`src/sacl_pkg.sv`:
```
`timescale 1ns / 1ps
`default_nettype none
// ----------------------------------------------------------------------------
// sacl_pkg
// Shared codes, widths and types of the set-associative LRU tag store.
// ----------------------------------------------------------------------------
package sacl_pkg;

	localparam int ADDR_W    = 64;
	localparam int STAMP_W   = 32;
	localparam int CNT_W     = 32;
	localparam int WAY_IDX_W = 5;
	localparam int KIND_W    = 2;
	localparam int OUTC_W    = 2;
	localparam int CFG_IDX_W = 2;
	localparam int CFG_DAT_W = 5;
	localparam int OUT_BITS  = OUTC_W + 1 + 3 * CNT_W;
	localparam int OUT_DAT_W = ((OUT_BITS + 7) / 8) * 8;

	localparam logic [KIND_W-1:0] KIND_LOAD   = 2'd0;
	localparam logic [KIND_W-1:0] KIND_STORE  = 2'd1;
	localparam logic [KIND_W-1:0] KIND_MODIFY = 2'd2;
	localparam logic [KIND_W-1:0] KIND_IFETCH = 2'd3;

	localparam logic [OUTC_W-1:0] OUTC_HIT   = 2'd0;
	localparam logic [OUTC_W-1:0] OUTC_FILL  = 2'd1;
	localparam logic [OUTC_W-1:0] OUTC_EVICT = 2'd2;
	localparam logic [OUTC_W-1:0] OUTC_IGN   = 2'd3;

	localparam logic [CFG_IDX_W-1:0] CFG_SET_BITS   = 2'd0;
	localparam logic [CFG_IDX_W-1:0] CFG_BLOCK_BITS = 2'd1;
	localparam logic [CFG_IDX_W-1:0] CFG_WAYS_USED  = 2'd2;

	typedef struct packed {
		logic                 hit;
		logic [WAY_IDX_W-1:0] hit_way;
		logic                 empty;
		logic [WAY_IDX_W-1:0] empty_way;
		logic [WAY_IDX_W-1:0] victim_way;
	} sel_t;

endpackage
`default_nettype wire

```
`src/sacl_way_sel.sv`:
```
`timescale 1ns / 1ps
`default_nettype none
// ----------------------------------------------------------------------------
// sacl_way_sel
// Compares the ways in use of one set row: lowest hit way, first empty way, LRU victim.
// ----------------------------------------------------------------------------
module sacl_way_sel #(
	parameter int MAX_WAYS = 8,
	parameter int WCNT_W   = $clog2(MAX_WAYS + 1)
) (
	input  wire logic [MAX_WAYS-1:0]                       valid,
	input  wire logic [MAX_WAYS-1:0][sacl_pkg::ADDR_W-1:0]  tags,
	input  wire logic [MAX_WAYS-1:0][sacl_pkg::STAMP_W-1:0] stamps,
	input  wire logic [sacl_pkg::ADDR_W-1:0]                tag,
	input  wire logic [sacl_pkg::STAMP_W-1:0]               use_clock,
	input  wire logic [WCNT_W-1:0]                          ways_eff,
	output sacl_pkg::sel_t                                  sel
);
	import sacl_pkg::*;

	logic [MAX_WAYS-1:0]              in_use;
	logic [MAX_WAYS-1:0]              match;
	logic [MAX_WAYS-1:0][STAMP_W-1:0] age;

	always_comb begin
		for (int w = 0; w < MAX_WAYS; w++) begin
			in_use[w] = (w < int'(ways_eff));
			match[w]  = in_use[w] && valid[w] && (tags[w] == tag);
			age[w]    = use_clock - stamps[w];
		end
	end

	always_comb begin
		logic               have;
		logic [STAMP_W-1:0] oldest;
		have   = 1'b0;
		oldest = '0;
		sel    = '0;
		for (int w = MAX_WAYS - 1; w >= 0; w--) begin
			if (match[w]) begin
				sel.hit     = 1'b1;
				sel.hit_way = WAY_IDX_W'(w);
			end
			if (in_use[w] && !valid[w]) begin
				sel.empty     = 1'b1;
				sel.empty_way = WAY_IDX_W'(w);
			end
		end
		for (int w = 0; w < MAX_WAYS; w++) begin
			if (in_use[w] && valid[w] && !match[w] && (!have || age[w] > oldest)) begin
				have           = 1'b1;
				oldest         = age[w];
				sel.victim_way = WAY_IDX_W'(w);
			end
		end
	end

endmodule
`default_nettype wire

```
`config.mk`:
```
export PLATFORM = sky130hd
export DESIGN_NAME = sacl_way_sel
export DESIGN_NICKNAME = d
export VERILOG_FILES = /design/src/sacl_pkg.sv /design/src/sacl_way_sel.sv
export SDC_FILE = /design/constraint.sdc
export NUM_CORES = 1
export LEC_CHECK = 0
export ABC_AREA = 1
export BUFFER_PORTS_ARGS = -buffer_cell sky130_fd_sc_hd__buf_2
export CORE_AREA = 2 2 352 354
export DETAILED_ROUTE_END_ITERATION = 10
export DIE_AREA = 0 0 354 356
export PLACE_DENSITY = 0.53
export SYNTH_ARGS = -nofsm -noshare
export SYNTH_HDL_FRONTEND = slang
export SYNTH_SLANG_ARGS = --single-unit
```
`constraint.sdc`:
```
create_clock -name vclk -period 38.4
set_input_delay 7.68 -clock vclk [all_inputs]
set_output_delay 7.68 -clock vclk [all_outputs]
set_load 0.05 [all_outputs]
```
## After elaboration in Yosys (flattened, before gate mapping)

Index checks and enable logic that the tools add are counted.

| storage, ports and cells | value |
|---|---|
| bits in registers | 0 |
| latch bits | 0 |
| memory bits (writable) | 0 |
| ROM bits | 0 |
| bits of input ports | 876 |
| output and inout bits | 17 |
| word-level logic and storage cells | 137 |
| memories | 0 |

| cells by class | value |
|---|---|
| add/subtract/negate cells | 8 |
| multiply operators | 0 |
| divide/modulo/power cells | 0 |
| $lt $le $gt $ge | 15 |
| equality and inequality tests | 8 |
| shifts and indexed selects | 0 |
| mux-type cells | 37 |
| bitwise operators | 0 |
| reductions and logical operators | 69 |

Operators with widths:

| kind | number |
|---|---|
| $eq A64 B64 Y1 | 8 |
| $sub A32 B32 Y32 | 8 |
| $gt A32 B32 Y1 | 7 |
| $mux W32 | 7 |
| $mux W6 | 16 |
| $logic_and A1 B1 Y1 | 39 |
| $mux W5 | 6 |
| $logic_not A1 Y1 | 23 |
| $lt A3 B4 Y1 const A | 4 |
| $lt A1 B4 Y1 const A | 2 |
| $lt A2 B4 Y1 const A | 2 |
| $mux W1 | 8 |
| $logic_or A1 B1 Y1 | 7 |

## Longest topological paths before layout

| logic depth | value |
|---|---|
| word-level depth | 34 |
| depth in mapped cells | 127 |
| depth with buffers taken out | 118 |

## Worst setup path before layout

Ideal clock, no wire load.

| timing | value |
|---|---|
| path kind | input-to-output |
| start | input use_clock[0] (netlist bit) |
| end | output sel[1] (netlist bit) |
| arrival | 20.278 ns |
| required time | 30.720 ns |
| slack | 10.442 ns |
| cell stages on the path | 112 |
| buffers on the path | 8 |
| cells stage by stage | inv_1 ha_1 inv_1 fa_1 nand3_1 nand2_1 nand2_1 nand2_1 nand3_1 nand2_1 nand2_1 nand2_1 nand2_1 nand2_1 nor2_1 inv_1 ha_1 nand2_1 (+76 left out) nand2_1 nand2_1 nand2_1 nand2_1 buf_1 nand3_1 nand2_1 ha_1 a21oi_1 nor2_1 a211oi_1 o221ai_1 o21ai_0 o2111ai_1 nand2_1 o21ai_0 nand2_1 nand3_1 |

RTL lines:

| element | RTL line | RTL |
|---|---|---|
| start, declared | sacl_way_sel.sv:15 | `input wire logic [sacl_pkg::STAMP_W-1:0] use_clock,` |
| end, declared | sacl_way_sel.sv:17 | `output sacl_pkg::sel_t sel` |

==> flow_summary.yaml <==
logic_synthesis:
  yosys-top-cells-count: "1637 x nand2_1, 960 x inv_1, 562 x nor2_1, 472 x ha_1, 452 x xor2_1"
  yosysWarnings: 0
  ys_types: 53
  syn_inst: 5829
  synth.cell_area_sq_um: 32100
  seq_area_frac_synth_pct: 0
  postSynthAreaPerCell_sq_um: 5.51
  synth.area.top_cells: "nand2_1 19%, ha_1 18%, xor2_1 12%"
  synth_most_common_cell: "nand2_1"
  yosys.area.top_type_share_pct: 19.1
  yosys.area.top_type: "nand2_1"
drt:
  via_count: 40294
  drtAntennaViolNets: 0
  wl_per_cell_microns: 21.7
  drc: 0
  drt_iter0_drc: 2939
  wl_mm: 180
  drt-vias-per-instance: 4.87
  dr.pass1.iters: 7
setup_path:
  critPathMostFrequentCell: "nand2_1"
  path_class: "primary input to output pin"
  slowest_delay_ns: 0.72
  slowest_stage: "nand2_2"
  critPathCapture: "sel[0]"
  path_max_fanout: 45
  startpoint: "use_clock[0]"
  critPathArrivalTime_ns: 27.70
  end_kind: "output pin"
  worst_setup_path_start_kind: "primary input"
  cp.required_ns: 30.72
pwr:
  ir_worst_vdd_v: 0.0000189
  p_leak_nw: 22.1
  p_per_area_nw_per_um2: 27.4
placement:
  routabilityCongestion: 1.03
  pre_cts_slack_ns: 3.15
  port_buffers: 887
  dpl.hpwl_mm: 163
sta:
  fmax_mhz: 28.3
  setup_viol: 0
  hold_viol: 0
  min_period_ns: 35.38
  whs_ns: 16.10
  finalCritPeriodShare_pct: 92.1
  tightest_slew_ns: 1.07
  rsz0062_at_grt: "false"
  max-slew-margin-rel_pct: 28.4
  tns_ns: 0
  finalMaxSlewViolations: 0
  setup_ws_ns: 3.02
grt:
  grt_pass1_wl_mm: 252
  grt_pass1_vias: 37995
  grt_overflow: 0
  grt_util_all_layers_pct: 27.1
  antenna_found_initial: 52
  grt_max_degree: 46
floorplanning:
  dieHeight_microns: 356
  die-area_sq_um: 126000
  initial_core_util_pct: 26.2
  die_w_microns: 354
  rows: 129
  num_io_pins: 893
  core_area_sq_um: 123000
cells_and_area:
  regArea_sq_um: 0
  area_growth_pct: 18.1
  fin_nets: 7971
  final.clkbuf_count: 0
  seq_cells: 0
  drive_gt1_share_pct: 14.8
status:
  outcome: "completed"
clock_network:
  ctsResizeCount: 0
  postCtsHoldBufs: 0
  cts_setup_buffers: 0
min_path:
  hold_depth: 4
  holdCritPathClass: "primary input to output pin"
job:
  cap_viol_max_count: 0
[per-stage QoR]
step	cells	power [mW]	util [%]	instance area (sq um)
6_report	8280	1.04	30.9	37900
5_1_grt	8258	1.17	30.9	37900
4_1_cts	8250	1.03	30.9	37800
3_5_place_dp	8250	1.02	30.9	37800
3_3_place_gp	8250	1.01	30.9	37800
2_1_floorplan	5834	0.706	-	32100
[worst max-delay path, delay by kind of cell]
family | cells | cell delay [ns]
buffers and inverters | 17 | 4.42
adder cells (fa/ha/maj) | 9 | 2.21
AND/OR/NAND/NOR | 80 | 12.80
AO/OA/AOI/OAI | 4 | 0.38
[power by group]
group / leakage, nW / total, mW / internal, mW / switching (mW)
Clock: 0.000196 / 0.0000000864 / 0.0000000862 / 0
Sequential: 0 / 0 / 0 / 0
Combinational: 22.1 / 1.04 / 0.370 / 0.670
Total: 22.1 / 1.04 / 0.370 / 0.670
[cell families after synthesis]
group	Yosys count	synth area share, %
XOR/XNOR	572	15.6
adder cells (fa/ha/maj)	480	18.9
other	1	0.0117
buffers and inverters	1128	14.4
AO/OA/AOI/OAI	727	12.6
AND/OR/NAND/NOR	2921	38.5
[metal layers]
metal	vias up	global-route usage (%)	wire length (microns)
li1	20168	-	-
met1	18331	39.2	86700
met2	1552	42.8	75800
met3	227	2.97	12500
met4	16	5.75	4770
met5	-	0	108
[worst min path at each step]
stage	slack [ns]	startpoint	endpoint
2_1_floorplan	15.73	valid[0]	sel[11]
3_3_place_gp	16.09	valid[1]	sel[7]
3_5_place_dp	16.09	valid[3]	sel[7]
4_1_cts	16.09	valid[3]	sel[7]
5_1_grt	16.13	valid[1]	sel[7]
6_report	16.10	valid[3]	sel[7]
[final cells by class]
type | count | area (sq um)
timing repair buffer | 898 | 4520
fill | 14275 | 84700
inverter | 1009 | 3790
antenna | 30 | 75.1
multi-input combinational | 4706 | 27500
tap | 1637 | 2050
[cell usage in the layout, fill, tap and decap left out, types with 20 or more instances in the layout]
cell type     n
nand2_1    1637
inv_1       960
buf_2       887
nor2_1      562
ha_1        472
xor2_1      452
a21oi_1     383
nand3_1     345
o21ai_0     180
xnor2_1     120
nand4_1      98
and2_1       83
nor3_1       58
nor4_1       54
inv_2        47
a21o_1       34
diode_2      30
o21bai_1     28
a31oi_1      28
or2_1        20
Note: power is estimated with default switching activity, not from simulation.
